--- src/rtl/lld_pkg.sv ---
// ---------------------------------------------------------------------------
// lld_pkg
// Codes, field widths and controller/datapath interface types of the
// least-loaded worker dispatcher.
// ---------------------------------------------------------------------------
`timescale 1ns / 1ps
`default_nettype none

package lld_pkg;

  localparam int FUNC_W = 3;
  localparam int CONN_W = 10;
  localparam int STAT_W = 3;
  localparam int SLOT_W = 4;
  localparam int BUSY_W = 8;

  localparam logic [BUSY_W-1:0] BUSY_LIMIT = 8'd100;
  localparam logic [BUSY_W-1:0] BUSY_MAX   = 8'd255;

  // Event codes
  localparam logic [FUNC_W-1:0] FN_REGISTER = 3'd0;
  localparam logic [FUNC_W-1:0] FN_RESULT   = 3'd1;
  localparam logic [FUNC_W-1:0] FN_PONG     = 3'd2;
  localparam logic [FUNC_W-1:0] FN_UNREG    = 3'd3;
  localparam logic [FUNC_W-1:0] FN_TICK     = 3'd4;
  localparam logic [FUNC_W-1:0] FN_DISPATCH = 3'd5;

  // Result status codes
  localparam logic [STAT_W-1:0] ST_DONE     = 3'd0;
  localparam logic [STAT_W-1:0] ST_PING     = 3'd1;
  localparam logic [STAT_W-1:0] ST_DISC     = 3'd2;
  localparam logic [STAT_W-1:0] ST_DISP     = 3'd3;
  localparam logic [STAT_W-1:0] ST_NONE     = 3'd4;
  localparam logic [STAT_W-1:0] ST_FULL     = 3'd5;
  localparam logic [STAT_W-1:0] ST_NOTFOUND = 3'd6;

  typedef struct packed {
    logic load;    // latch a new event and rewind the slot walk
    logic walk;    // walk the slot table
    logic finish;  // emit the closing result of the event
  } ctrl_cmd_t;

  typedef struct packed {
    logic walk_stop;  // walk emitted the final result
    logic to_finish;  // walk is over, closing result still to emit
    logic out_free;   // output register can take a beat
  } dp_stat_t;

endpackage

`default_nettype wire

--- src/rtl/least_loaded_worker_dispatcher_top.sv ---
// ---------------------------------------------------------------------------
// least_loaded_worker_dispatcher_top
// Worker slot table with register/result/pong/unregister lookups, heartbeat
// tick and least-loaded dispatch.
// ---------------------------------------------------------------------------
// One event is handled at a time. A register event goes straight to its
// closing result. Result, pong, unregister and dispatch walk the filled
// slots in order, one slot per cycle through the single read port of the slot
// memory while no beat waits for the output register. A walk that runs to the
// end reads each slot, drains the read stage and then emits the closing
// result. A lookup stops at its match, a dispatch at the first idle slot. A
// ping tick gives one beat per active slot and ends with the beat of the
// highest active slot; with no active slot its single beat closes it. The walk
// holds while a beat waits for the output register to empty. Undefined event
// codes are dropped. The slot memory needs no clearing pass; the block is
// ready right after reset. Result beats wait in an output register, so the
// next event is accepted while the last beat is still pending.
`timescale 1ns / 1ps
`default_nettype none

module least_loaded_worker_dispatcher_top #(
  parameter int NUM_SLOTS = 16
) (
  input  wire logic        clk,
  input  wire logic        rst,
  input  wire logic        s_tvalid,
  output logic             s_tready,
  input  wire logic [15:0] s_tdata,   // [9:0] conn_id
  input  wire logic [2:0]  s_tuser,   // [2:0] func
  output logic             m_tvalid,
  input  wire logic        m_tready,
  output logic [15:0]      m_tdata,   // [3:0] slot, [13:4] worker_conn
  output logic [2:0]       m_tuser,   // [2:0] status
  output logic             m_tlast
);
  import lld_pkg::*;

  ctrl_cmd_t           cmd;
  dp_stat_t            stat;
  logic [SLOT_W-1:0]   out_slot;
  logic [CONN_W-1:0]   out_conn;

  lld_ctrl u_ctrl (
    .clk      (clk),
    .rst      (rst),
    .s_tvalid (s_tvalid),
    .s_tready (s_tready),
    .func     (s_tuser),
    .stat     (stat),
    .cmd      (cmd)
  );

  lld_dp #(
    .NUM_SLOTS (NUM_SLOTS)
  ) u_dp (
    .clk        (clk),
    .rst        (rst),
    .cmd        (cmd),
    .stat       (stat),
    .in_func    (s_tuser),
    .in_conn    (s_tdata[CONN_W-1:0]),
    .out_valid  (m_tvalid),
    .out_ready  (m_tready),
    .out_status (m_tuser),
    .out_slot   (out_slot),
    .out_conn   (out_conn),
    .out_last   (m_tlast)
  );

  assign m_tdata = {2'b00, out_conn, out_slot};

endmodule

`default_nettype wire

--- src/rtl/lld_ctrl.sv ---
// ---------------------------------------------------------------------------
// lld_ctrl
// Event sequencer: accepts an event, runs the slot walk where the event needs one, closes the event.
// ---------------------------------------------------------------------------
`timescale 1ns / 1ps
`default_nettype none

module lld_ctrl (
  input  wire logic                     clk,
  input  wire logic                     rst,
  input  wire logic                     s_tvalid,
  output logic                          s_tready,
  input  wire logic [lld_pkg::FUNC_W-1:0] func,
  input  wire lld_pkg::dp_stat_t        stat,
  output lld_pkg::ctrl_cmd_t            cmd
);
  import lld_pkg::*;

  typedef enum logic [2:0] {
    S_IDLE   = 3'b001,
    S_WALK   = 3'b010,
    S_FINISH = 3'b100
  } state_t;

  state_t state;
  state_t state_next;
  logic   accept;

  assign s_tready   = (state == S_IDLE);
  assign accept     = s_tvalid && s_tready;
  assign cmd.load   = accept;
  assign cmd.walk   = (state == S_WALK);
  assign cmd.finish = (state == S_FINISH);

  always_comb begin
    state_next = state;
    unique case (state)
      S_IDLE: begin
        if (accept) begin
          priority if (func == FN_REGISTER) begin
            state_next = S_FINISH;
          end else if (func >= FN_RESULT && func <= FN_DISPATCH) begin
            state_next = S_WALK;
          end else begin
            // undefined codes: drop silently
            state_next = S_IDLE;
          end
        end
      end
      S_WALK: begin
        priority if (stat.walk_stop) begin
          state_next = S_IDLE;
        end else if (stat.to_finish) begin
          state_next = S_FINISH;
        end
      end
      S_FINISH: begin
        if (stat.out_free) state_next = S_IDLE;
      end
      default: state_next = S_IDLE;
    endcase
  end

  always_ff @(posedge clk) begin
    if (rst) begin
      state <= S_IDLE;
    end else begin
      state <= state_next;
    end
  end

endmodule

`default_nettype wire

--- src/rtl/lld_dp.sv ---
// ---------------------------------------------------------------------------
// lld_dp
// Slot table, one-slot-per-cycle walk pipeline (held while a result beat stalls) and result register.
// ---------------------------------------------------------------------------
`timescale 1ns / 1ps
`default_nettype none

module lld_dp #(
  parameter int NUM_SLOTS = 16
) (
  input  wire logic                       clk,
  input  wire logic                       rst,
  input  wire lld_pkg::ctrl_cmd_t         cmd,
  output lld_pkg::dp_stat_t               stat,
  input  wire logic [lld_pkg::FUNC_W-1:0] in_func,
  input  wire logic [lld_pkg::CONN_W-1:0] in_conn,
  output logic                            out_valid,
  input  wire logic                       out_ready,
  output logic [lld_pkg::STAT_W-1:0]      out_status,
  output logic [lld_pkg::SLOT_W-1:0]      out_slot,
  output logic [lld_pkg::CONN_W-1:0]      out_conn,
  output logic                            out_last
);
  import lld_pkg::*;

  localparam int IW     = $clog2(NUM_SLOTS);
  localparam int CW     = $clog2(NUM_SLOTS + 1);
  localparam int WORD_W = BUSY_W + CONN_W;

  // slot memory: {busy, conn}
  logic [WORD_W-1:0]    mem [NUM_SLOTS];

  logic [FUNC_W-1:0]    func_q;
  logic [CONN_W-1:0]    conn_q;
  logic [CW-1:0]        used;
  logic [NUM_SLOTS-1:0] act;
  logic [NUM_SLOTS-1:0] ping;

  logic [CW-1:0]        idx;
  logic                 p_valid;
  logic [IW-1:0]        p_idx;
  logic [WORD_W-1:0]    p_word;

  logic [BUSY_W-1:0]    best;
  logic [IW-1:0]        pick;
  logic [WORD_W-1:0]    pick_word;
  logic                 found;

  logic [BUSY_W-1:0]    p_busy;
  logic [CONN_W-1:0]    p_conn;
  logic [BUSY_W-1:0]    pick_busy;
  logic                 out_free;
  logic                 p_act;
  logic                 is_lookup;
  logic                 is_tick;
  logic                 is_disp;
  logic                 hit;
  logic                 tick_hit;
  logic                 emit_req;
  logic                 stall;
  logic                 walk_emit;
  logic                 fin_emit;
  logic                 tail_clear;
  logic                 exhausted;
  logic                 zero_hit;
  logic                 issue;
  logic                 full;

  logic                 wr_en;
  logic [IW-1:0]        wr_addr;
  logic [WORD_W-1:0]    wr_data;

  logic [STAT_W-1:0]    o_status;
  logic [IW-1:0]        o_slot;
  logic [CONN_W-1:0]    o_conn;
  logic                 o_last;

  assign p_busy    = p_word[WORD_W-1:CONN_W];
  assign p_conn    = p_word[CONN_W-1:0];
  assign pick_busy = pick_word[WORD_W-1:CONN_W];

  assign out_free  = !out_valid || out_ready;
  assign p_act     = p_valid && act[p_idx];
  assign is_lookup = (func_q == FN_RESULT) || (func_q == FN_PONG) || (func_q == FN_UNREG);
  assign is_tick   = (func_q == FN_TICK);
  assign is_disp   = (func_q == FN_DISPATCH);
  assign full      = (used == CW'(NUM_SLOTS));

  assign hit        = is_lookup && p_act && (p_conn == conn_q);
  assign tick_hit   = is_tick && p_act;
  assign emit_req   = cmd.walk && (hit || tick_hit);
  assign stall      = emit_req && !out_free;
  assign walk_emit  = emit_req && out_free;
  assign fin_emit   = cmd.finish && out_free;
  // no active slot above the one in the stage: this tick result closes the event
  assign tail_clear = !(|((act >> 1) >> p_idx));
  assign exhausted  = (idx == used) && !p_valid;
  assign zero_hit   = cmd.walk && is_disp && p_act && (p_busy == '0);
  assign issue      = cmd.walk && !stall && (idx < used);

  assign stat.walk_stop = walk_emit && (hit || tail_clear);
  assign stat.to_finish = cmd.walk && (is_tick ? !(|act) : (exhausted || zero_hit));
  assign stat.out_free  = out_free;

  // result fields
  always_comb begin
    o_status = ST_NONE;
    o_slot   = '0;
    o_conn   = '0;
    o_last   = 1'b1;
    if (cmd.walk) begin
      if (hit) begin
        o_status = ST_DONE;
        o_slot   = p_idx;
        o_conn   = p_conn;
      end else begin
        o_status = ping[p_idx] ? ST_DISC : ST_PING;
        o_slot   = p_idx;
        o_conn   = p_conn;
        o_last   = tail_clear;
      end
    end else begin
      priority if (func_q == FN_REGISTER) begin
        o_conn = conn_q;
        if (full) begin
          o_status = ST_FULL;
        end else begin
          o_status = ST_DONE;
          o_slot   = used[IW-1:0];
        end
      end else if (is_lookup) begin
        o_status = ST_NOTFOUND;
        o_conn   = conn_q;
      end else if (is_disp && found) begin
        o_status = ST_DISP;
        o_slot   = pick;
        o_conn   = pick_word[CONN_W-1:0];
      end else begin
        o_status = ST_NONE;
      end
    end
  end

  // slot memory write select
  always_comb begin
    wr_en   = 1'b0;
    wr_addr = p_idx;
    wr_data = {(p_busy == '0) ? p_busy : p_busy - 1'b1, p_conn};
    priority if (walk_emit && hit && func_q == FN_RESULT) begin
      wr_en = 1'b1;
    end else if (fin_emit && func_q == FN_REGISTER && !full) begin
      wr_en   = 1'b1;
      wr_addr = used[IW-1:0];
      wr_data = {{BUSY_W{1'b0}}, conn_q};
    end else if (fin_emit && is_disp && found) begin
      wr_en   = 1'b1;
      wr_addr = pick;
      wr_data = {(pick_busy == BUSY_MAX) ? pick_busy : pick_busy + 1'b1,
                 pick_word[CONN_W-1:0]};
    end else begin
      wr_en = 1'b0;
    end
  end

  always_ff @(posedge clk) begin
    if (wr_en) mem[wr_addr] <= wr_data;
    if (issue) p_word <= mem[idx[IW-1:0]];
  end

  // event latch, walk pipeline, dispatch tracking
  always_ff @(posedge clk) begin
    if (rst) begin
      idx     <= '0;
      p_valid <= 1'b0;
      found   <= 1'b0;
    end else if (cmd.load) begin
      idx     <= '0;
      p_valid <= 1'b0;
      found   <= 1'b0;
    end else begin
      if (cmd.walk && !stall) begin
        p_valid <= issue;
        idx     <= idx + CW'(issue);
      end
      if (cmd.walk && is_disp && p_act && p_busy < best) begin
        found <= 1'b1;
      end
    end
  end

  always_ff @(posedge clk) begin
    if (cmd.load) begin
      func_q <= in_func;
      conn_q <= in_conn;
      best   <= BUSY_LIMIT;
    end else if (cmd.walk && is_disp && p_act && p_busy < best) begin
      best      <= p_busy;
      pick      <= p_idx;
      pick_word <= p_word;
    end
    if (cmd.walk && !stall) p_idx <= idx[IW-1:0];
  end

  // slot flags and fill count
  always_ff @(posedge clk) begin
    if (rst) begin
      used <= '0;
      act  <= '0;
      ping <= '0;
    end else if (walk_emit) begin
      if (hit) begin
        if (func_q == FN_PONG) ping[p_idx] <= 1'b0;
        if (func_q == FN_UNREG) act[p_idx] <= 1'b0;
      end else if (ping[p_idx]) begin
        act[p_idx] <= 1'b0;
      end else begin
        ping[p_idx] <= 1'b1;
      end
    end else if (fin_emit && func_q == FN_REGISTER && !full) begin
      act[used[IW-1:0]]  <= 1'b1;
      ping[used[IW-1:0]] <= 1'b0;
      used               <= used + 1'b1;
    end
  end

  // result register
  always_ff @(posedge clk) begin
    if (rst) begin
      out_valid <= 1'b0;
    end else if (walk_emit || fin_emit) begin
      out_valid <= 1'b1;
    end else if (out_ready) begin
      out_valid <= 1'b0;
    end
  end

  always_ff @(posedge clk) begin
    if (walk_emit || fin_emit) begin
      out_status <= o_status;
      out_slot   <= SLOT_W'(o_slot);
      out_conn   <= o_conn;
      out_last   <= o_last;
    end
  end

endmodule

`default_nettype wire

--- config.mk ---
export PLATFORM = sky130hd
export DESIGN_NAME = least_loaded_worker_dispatcher_top
export DESIGN_NICKNAME = d
export VERILOG_FILES = /design/src/rtl/lld_pkg.sv /design/src/rtl/least_loaded_worker_dispatcher_top.sv /design/src/rtl/lld_ctrl.sv /design/src/rtl/lld_dp.sv
export SDC_FILE = /design/constraint.sdc
export NUM_CORES = 1
export LEC_CHECK = 0
export BUFFER_PORTS_ARGS = -buffer_cell sky130_fd_sc_hd__buf_2
export CAP_MARGIN = 10
export CORE_MARGIN = 2
export CORE_UTILIZATION = 35
export CTS_CLUSTER_SIZE = 8
export DETAILED_ROUTE_END_ITERATION = 8
export HOLD_SLACK_MARGIN = 0.06
export PLACE_DENSITY = 0.5
export SLEW_MARGIN = 10
export SYNTH_ARGS = -nofsm -noshare
export SYNTH_HDL_FRONTEND = slang
export SYNTH_SLANG_ARGS = --single-unit
export TNS_END_PERCENT = 5
--- constraint.sdc ---
create_clock -name clk -period 4.1 [get_ports clk]
set_input_delay 0.205 -clock clk [delete_from_list [all_inputs] [get_ports clk]]
set_output_delay 0.205 -clock clk [all_outputs]
set_load 0.02 [all_outputs]
==> key figures, run 1 <==
Power
  • Switching part of the total power: 20.6%
  • Max VDD drop: 0.000335 V
  • Switch Pwr: 1890 uW
  • Combinational share of power: 1.9%
  • Clk pwr share: a little under half
  • P_leak: 0.00678 uW
  • Int Power: between 7000 and 8000 uW
  • Flop pwr share: 50.6%
  • Power density cells: 436 mW/mm2

Global routing
  • First-pass GRT wire length: 67.5 mm
  • Initial antenna violation count: 0
  • Grt total ovfl: 0
  • Global-route met1 utilization: 23.5%
  • Grt met3 use: 2.63%
  • Pin count of the biggest net entering global routing: 43
  • Number of global-route vias before repair: 10.6k
  • Met2 usage: between 20% and 30%
  • GRT Util Overall: 16.9%
  • GR peak layer: met2

Synth
  • EDFF count, synth: ~360
  • Most frequent cell after synthesis: edfxtp_1
  • Post-synth ARST share: 0%
  • Area leader, netlist: edfxtp_1
  • Synth area leaders: edfxtp_1 (61%), mux4_2 (12%), dfxtp_1 (6.2%)
  • Ys Warns: 0
  • Yosys reg bits: between 400 and 500
  • Cell variety after synth: 64
  • Sequential fraction of the synthesis area: 66.9%
  • Syn avg cell area: around 16 um2
  • Share of the synthesized area in the top cell type: 60.7%
  • Post-Syn Area: 0.0180 mm2
  • Top FF cell, synth: edfxtp_1
  • Commonest cells in the netlist: edfxtp_1 (363), mux4_2 (95), nand2_1 (85)
  • Synthesized netlist cell count: 1150

Detailed routing
  • First-pass DRT Iterations: 5
  • Starting DRC count in detailed routing: 837
  • Remaining antenna violation count: 0
  • Routed len/inst: 22.7 um
  • DRC violations left: 0
  • DR vias/cell: about 5.3
  • Final WL: 44.4 mm
  • Routed vias: 10.4k

Worst setup path
  • Slowest library cell on the worst path: edfxtp_1
  • Reg2Reg Depth: 9
  • CP peak stage delay: about 0.83 ns
  • Max Fanout on Critical Path: 18
  • Crit end category: flop
  • Data arrival, critical path: approximately 3.9 ns
  • Critical Path Source Type: flop
  • CP Class: reg2reg
  • Cell Chain, Critical Path: mux2i_1 > a22oi_1 > nand4b_1 > a221oi_1 > a31oi_1 > a211oi_1 > nand2_1 > nor2_2 > buf_4
  • Worst EP required: 4.35 ns

Cells and area
  • Final Instance Count excl. Fillers: between 1.5k and 2k
  • Share of layout cells above drive strength 1: about a quarter
  • Diodes inserted: 0
  • Final Instance Area: 0.0210 mm2
  • Area delta synth->final: 17.0%
  • Final nets: 1301

Timing
  • Fmax: approximately 270 MHz
  • Period minus WS final: 3.68 ns
  • Setup violators final: 0
  • Final-report max-slew violation count: 0
  • Worst slew pin tran: 1.16 ns
  • Minimum hold slack: approximately 0.27 ns
  • Final Skew: 0.0502 ns
  • Unrepaired setup endpoints after global routing: no
  • Period utilization: 89.7%
  • Sum Neg Setup Slack: 0 ns
  • Final hold violation count: 0
  • Final Worst Setup Slack: 0.423 ns
  • Slew HR: a little under a quarter

Clock tree
  • Root Driver: clkbuf_16
  • Total CTS buffers: 58
  • H-tree depth: 2
  • CTS tree: yes
  • Worst-skew pair later-pin latency: 0.63 ns
  • Clock sink count: approximately 420
  • CTS clock-pin slew for the worst setup and hold paths: 0.06 ns
  • CTS max path bufs: 3
  • Setup bufs post-CTS: 0

Status
  • Status: complete, no violations

Min path
  • HP Class: in2reg
  • Hold depth: 2

Floorplan
  • I/O pins: 45
  • FP Rows: 83
  • Starting Density: 35.2%
  • Die extent in x: roughly 230 um
  • Core Region: between 0.05 and 0.06 mm2
  • Die area: around 0.053 mm2
  • Die Height: 231 um

Job
  • Max-Cap Viols: 0

Placed design
  • Routability cong.: 0.884
  • Area after DPL: slightly below 0.02 mm2
  • Pre-CTS setup slack: 0.493 ns
  • Post-DP HPWL: 27.6 mm
  • # placed instances: approximately 1.9k
  • Port Buffers: 36
worst paths after layout:
| check | from | to | slack, ns |
|---|---|---|---|
| worst min-delay path | rst | u_dp.used[0]$_SDFFE_PP0P_ | 0.27 |
| worst max register to register | u_dp.p_idx[0]$_DFFE_PP_ | u_dp.mem[11][7]$_DFFE_PP_ | 0.42 |
| worst min register to register | u_dp.best[5]$_SDFFE_PP1P_ | u_dp.best[5]$_SDFFE_PP1P_ | 0.48 |
| worst max-delay path | u_dp.p_idx[0]$_DFFE_PP_ | u_dp.mem[11][7]$_DFFE_PP_ | 0.42 |
layout make-up:
type,count,area [um2]
Sequential cell,419,12000
Timing Repair Buffer,115,823
Clock buffer,74,1510
Multi-Input combinational cell,639,5620
Fill cell,4622,30000
Tap cell,680,851
Inverter,24,90.1
Clock inverter,4,110
layer usage:
layer  share of wire, %  wire, um
met2                 48     21200
met5                  0         0
met1                 46     20400
met4                2.1       954
met3                4.2      1860
critical path, delay by kind of cell (launching register included):
family	cells	cell delay (ns)
compound gates	4	1.30
flops	1	0.83
simple gates	3	0.66
buf+inv	1	0.38
mux	1	0.18
state kept, by name, summed over array words and instances (netlist names), 3 cells and up, named ones only:
| signal | cells |
|---|---|
| u_dp.out_status | 3 |
| u_dp.used | 5 |
| u_dp.p_word | 18 |
| u_ctrl.state | 3 |
| u_dp.idx | 5 |
| u_dp.out_slot | 4 |
| u_dp.pick | 4 |
| u_dp.out_conn | 10 |
| u_dp.conn_q | 10 |
| u_dp.act | 16 |
| u_dp.pick_word | 18 |
| u_dp.best | 8 |
| u_dp.p_idx | 4 |
| u_dp.mem | 288 |
| u_dp.func_q | 3 |
power by group through the flow:
stage	Clock [uW]	Combinational (uW)	Sequential (uW)
3_5_place_dp	0	162	4720
6_report	4360	171	4640
2_1_floorplan	0	103	4710
3_3_place_gp	0	162	4720
5_1_grt	4640	189	4630
4_1_cts	4480	174	4630
stage by stage:
stage          power [uW]  utilization (%)
4_1_cts              9290             41.2
2_1_floorplan        4810                -
3_3_place_gp         4880             37.8
6_report             9170             41.2
5_1_grt              9460             41.2
3_5_place_dp         4880             37.8
kinds of logic after synthesis:
group	after synthesis	synth area share (%)
buffers and inverters	93	2.15
muxes	132	14.0
xor gates and xnor gates	28	1.36
AOI/OAI and AO/OA	207	7.70
and+or+nand+nor	249	6.42
DFF	419	66.9
adders and majority gates	21	1.46
other	1	0.0209
cells in the final DEF, fill, tap and decap left out, types with 4 or more instances in the layout:
cell | netlist | routed
a211oi_1 | 19 | 19
a21o_1 | 6 | 6
a21oi_1 | 46 | 46
a22oi_1 | 16 | 16
a311oi_1 | 4 | 4
a311oi_2 | 7 | 7
a31oi_1 | 11 | 11
buf_2 | 3 | 36
buf_4 | 5 | 63
clkbuf_1 | 50 | 16
clkbuf_16 | 0 | 58
dfxtp_1 | 56 | 53
dlygate4sd3_1 | 0 | 15
edfxtp_1 | 363 | 363
ha_1 | 21 | 21
inv_1 | 22 | 22
mux2i_1 | 34 | 34
mux4_2 | 95 | 95
nand2_1 | 85 | 85
nand2b_1 | 13 | 13
nand3_1 | 24 | 24
nand4_1 | 8 | 8
nor2_1 | 70 | 53
nor2_2 | 0 | 17
nor2b_1 | 8 | 8
nor3_1 | 11 | 11
nor4_1 | 8 | 8
o21a_1 | 4 | 4
o21ai_0 | 59 | 58
o22ai_1 | 4 | 4
o41ai_1 | 5 | 5
or2_2 | 4 | 4
or3_1 | 4 | 4
xnor2_1 | 11 | 11
xor2_1 | 17 | 17
what timing repair did:
| action | in CTS | in global routing |
|---|---|---|
| hold buffers | 15 | 0 |
| endpoints found under the hold margin | 19 | 0 |
| resized for setup | 0 | 0 |
Power figures use the tool's default switching activity.
==> run 2, diff against run 1 <==
PLACE_DENSITY = 0.55   (was 0.5)
RECOVER_POWER = 50   (was unset)
SKIP_CTS_REPAIR_TIMING = 1   (was unset)
==> run 2 against run 1 <==
Compared with the run above: hold slack worse by 0.055 ns; sequential power barely moved; clock-buffer cell count up 1; combinational power fell by 4%; non-clock buffer count down 1; the run now ends with max-capacitance violations, max-slew violations left; wire length down 8.1%; critical path depth decreased by 1; largest power group unchanged; setup slack gained 0.021 ns.
==> key figures, run 2 (synthesis results as in run 1) <==
Floorplan
  • I/O pins: 45 (unchanged)
  • Starting Density: 35.2% (unchanged)
  • Die extent in x: 231 um (unchanged)
  • FP Rows: 83 (unchanged)
  • Die Height: 231 um (unchanged)
  • Core Region: 0.0510 mm2 (unchanged)
  • Die area: 0.0532 mm2 (unchanged)

Worst setup path
  • CP Capture Point: u_dp.act[2]$_SDFFE_PP0P_ (was u_dp.mem[11][7]$_DFFE_PP_)
  • Critical Path Source Type: flop (unchanged)
  • Worst EP required: 4.58 ns (was 4.35 ns)
  • Max Fanout on Critical Path: 17 (was 18)
  • Worst flop-to-flop path endpoint: u_dp.act[2]$_SDFFE_PP0P_ (was u_dp.mem[11][7]$_DFFE_PP_)
  • CP peak stage delay: 0.73 ns (was 0.83 ns)
  • Crit end category: flop (unchanged)
  • Slowest library cell on the worst path: edfxtp_1 (unchanged)
  • CP bufs+invs: 2 (was 1)
  • CP top delay family: multiplexers (was compound AO/OA/AOI/OAI gates)
  • R2r startpoint: u_dp.p_idx[0]$_DFFE_PP_ (unchanged)
  • CP Class: reg2reg (unchanged)
  • Cell Chain, Critical Path: clkbuf_1 > mux4_2 > mux4_2 > clkinv_1 > nor2_1 > a41oi_2 > nor2_1 > a211oi_1 (was mux2i_1 > a22oi_1 > nand4b_1 > a221oi_1 > a31oi_1 > a211oi_1 > nand2_1 > nor2_2 > buf_4)
  • R2R Setup Slk: 0.44 ns (was 0.42 ns)
  • WP depth: 8 (was 9)
  • Reg2Reg Depth: 8 (was 9)
  • Critical Path Source: u_dp.p_idx[0]$_DFFE_PP_ (unchanged)
  • Data arrival, critical path: 4.14 ns (was 3.92 ns)

Placed design
  • Port Buffers: 36 (unchanged)
  • # placed instances: 1861 (was 1862)
  • Post-DP HPWL: 27.3 mm (was 27.6 mm)
  • Routability cong.: 0.873 (was 0.884)
  • Area after DPL: 0.0192 mm2 (was 0.0193 mm2)

Global routing
  • Number of global-route vias before repair: 10.6k (about the same)
  • Grt total ovfl: 0 (unchanged)
  • Pin count of the biggest net entering global routing: 45 (was 43)
  • Initial antenna violation count: 0 (unchanged)
  • First-pass GRT wire length: 63.5 mm (was 67.5 mm)
  • GRT Util Overall: 15.6% (was 16.9%)

Clock tree
  • Worst-skew pair later-pin latency: 0.62 ns (was 0.63 ns)
  • Clock sink count: 419 (unchanged)
  • CTS max path bufs: 3 (unchanged)
  • CTS clock-pin slew for the worst setup and hold paths: 0.06 ns (about the same)
  • CTS tree: yes (unchanged)
  • Root Driver: clkbuf_16 (unchanged)
  • H-tree depth: 2 (unchanged)
  • Total CTS buffers: 58 (unchanged)

Detailed routing
  • Routed vias: 10.3k (was 10.4k)
  • First-pass DRT Iterations: 7 (was 5)
  • DRC violations left: 0 (unchanged)
  • Remaining antenna violation count: 0 (unchanged)
  • Starting DRC count in detailed routing: 846 (was 837)
  • Routed len/inst: 20.9 um (was 22.7 um)
  • DR vias/cell: 5.26 (was 5.32)
  • Final WL: 40.8 mm (was 44.4 mm)

Timing
  • Minimum hold slack: 0.217 ns (was 0.272 ns)
  • Period utilization: 89.2% (was 89.7%)
  • Worst slew pin tran: 1.86 ns (was 1.16 ns)
  • Sum Neg Setup Slack: 0 ns (unchanged)
  • Fmax: 273 MHz (was 272 MHz)
  • Final hold violation count: 0 (unchanged)
  • Setup violators final: 0 (unchanged)
  • Slew HR: -24.1% (was 22.6%)
  • Unrepaired setup endpoints after global routing: no (unchanged)
  • Final Skew: 0.0335 ns (was 0.0502 ns)
  • Final-report max-slew violation count: 23 (was 0)
  • Period minus WS final: 3.66 ns (was 3.68 ns)

Cells and area
  • Final core occ: 40.9% (was 41.2%)
  • Diodes inserted: 0 (unchanged)
  • Commonest non-fill, non-tap cells in the layout: edfxtp_1 (363), mux4_2 (95), nand2_1 (85), o21ai_0 (59), clkbuf_16 (58) (was edfxtp_1 (363), mux4_2 (95), nand2_1 (85), buf_4 (63))
  • Final Instance Area: 0.0209 mm2 (was 0.0210 mm2)
  • Largest registers: u_dp.mem x288, u_dp.p_word x18, u_dp.pick_word x18 (unchanged)
  • Final Instance Count excl. Fillers: 1955 (unchanged)
  • Max reg flops: 288 (unchanged)
  • Area delta synth->final: 16.2% (was 17.0%)
  • Top reg by flops: u_dp.mem (unchanged)
  • Final nets: 1300 (was 1301)
  • Commonest non-fill, non-tap cell in the layout: edfxtp_1 (unchanged)
  • Share of layout cells above drive strength 1: 20.0% (was 23.5%)

Power
  • Power density cells: 434 mW/mm2 (was 436 mW/mm2)
  • P_leak: 0.00663 uW (was 0.00678 uW)
  • Flop pwr share: 51.2% (was 50.6%)
  • Int Power: 7220 uW (was 7280 uW)
  • Switching part of the total power: 20.3% (was 20.6%)
  • Switch Pwr: 1840 uW (was 1890 uW)
  • Combinational share of power: 1.8% (was 1.9%)
  • Max VDD drop: 0.000306 V (was 0.000335 V)
  • Clk pwr share: 47.0% (was 47.6%)

Job
  • Max-Cap Viols: 1 (was 0)

Status
  • Status: finished, violations left (was complete, no violations)
  • Failing checks: max-capacitance violations, max-slew violations

Min path
  • HP Class: in2reg (unchanged)
run 2: cell types whose count changed in the layout (fill, tap and decap cells not counted), moves of 3 or more:
cell      previous run  this run
buf_2               36        13
clkbuf_2             0         3
buf_4               63        42
clkbuf_1            16        57
run 2: through the flow:
step	setup slack (ns)	power, uW
after floorplan	0.748	4810
after global placement	0.675	4880
after detailed placement	0.666	4880
after CTS	0.658	9170
after global routing	0.259	9370
final	0.443	9060
run 2: power by group through the flow:
stage | sequential, uW | clock [uW] | combinational, uW
finish | 4640 | 4260 | 165
global route | 4630 | 4550 | 182
CTS | 4640 | 4380 | 159
detailed placement | 4720 | 0 | 159
global placement | 4720 | 0 | 157
floorplan | 4710 | 0 | 103
run 2: how the worst min path moves through the flow:
stage,from,to,depth (start not counted)
2_1_floorplan,s_tdata[0],u_dp.conn_q[0]$_DFFE_PP_,0
4_1_cts,s_tdata[1],u_dp.conn_q[1]$_DFFE_PP_,1
3_5_place_dp,s_tdata[1],u_dp.conn_q[1]$_DFFE_PP_,1
5_1_grt,rst,u_dp.used[4]$_SDFFE_PP0P_,2
6_report,rst,u_dp.used[2]$_SDFFE_PP0P_,2
3_3_place_gp,s_tdata[2],u_dp.conn_q[2]$_DFFE_PP_,1
run 2: layout make-up:
| cell class | instances | area [um2] |
|---|---|---|
| Tap cell | 680 | 851 |
| Clock buffer | 75 | 1530 |
| Fill cell | 4653 | 30100 |
| Inverter | 24 | 90.1 |
| Multi-Input combinational cell | 639 | 5610 |
| Timing Repair Buffer | 114 | 699 |
| Sequential cell | 419 | 12000 |
| Clock inverter | 4 | 72.6 |
run 2: routing by layer:
| layer | GRT usage (%) | routed length, um | vias to the layer above |
|---|---|---|---|
| li1 | - | - | 4727 |
| met1 | 20.9 | 18100 | 5231 |
| met2 | 25.2 | 19700 | 252 |
| met3 | 3.43 | 2180 | 71 |
| met4 | 4.82 | 861 | 0 |
| met5 | 0 | 0 | - |
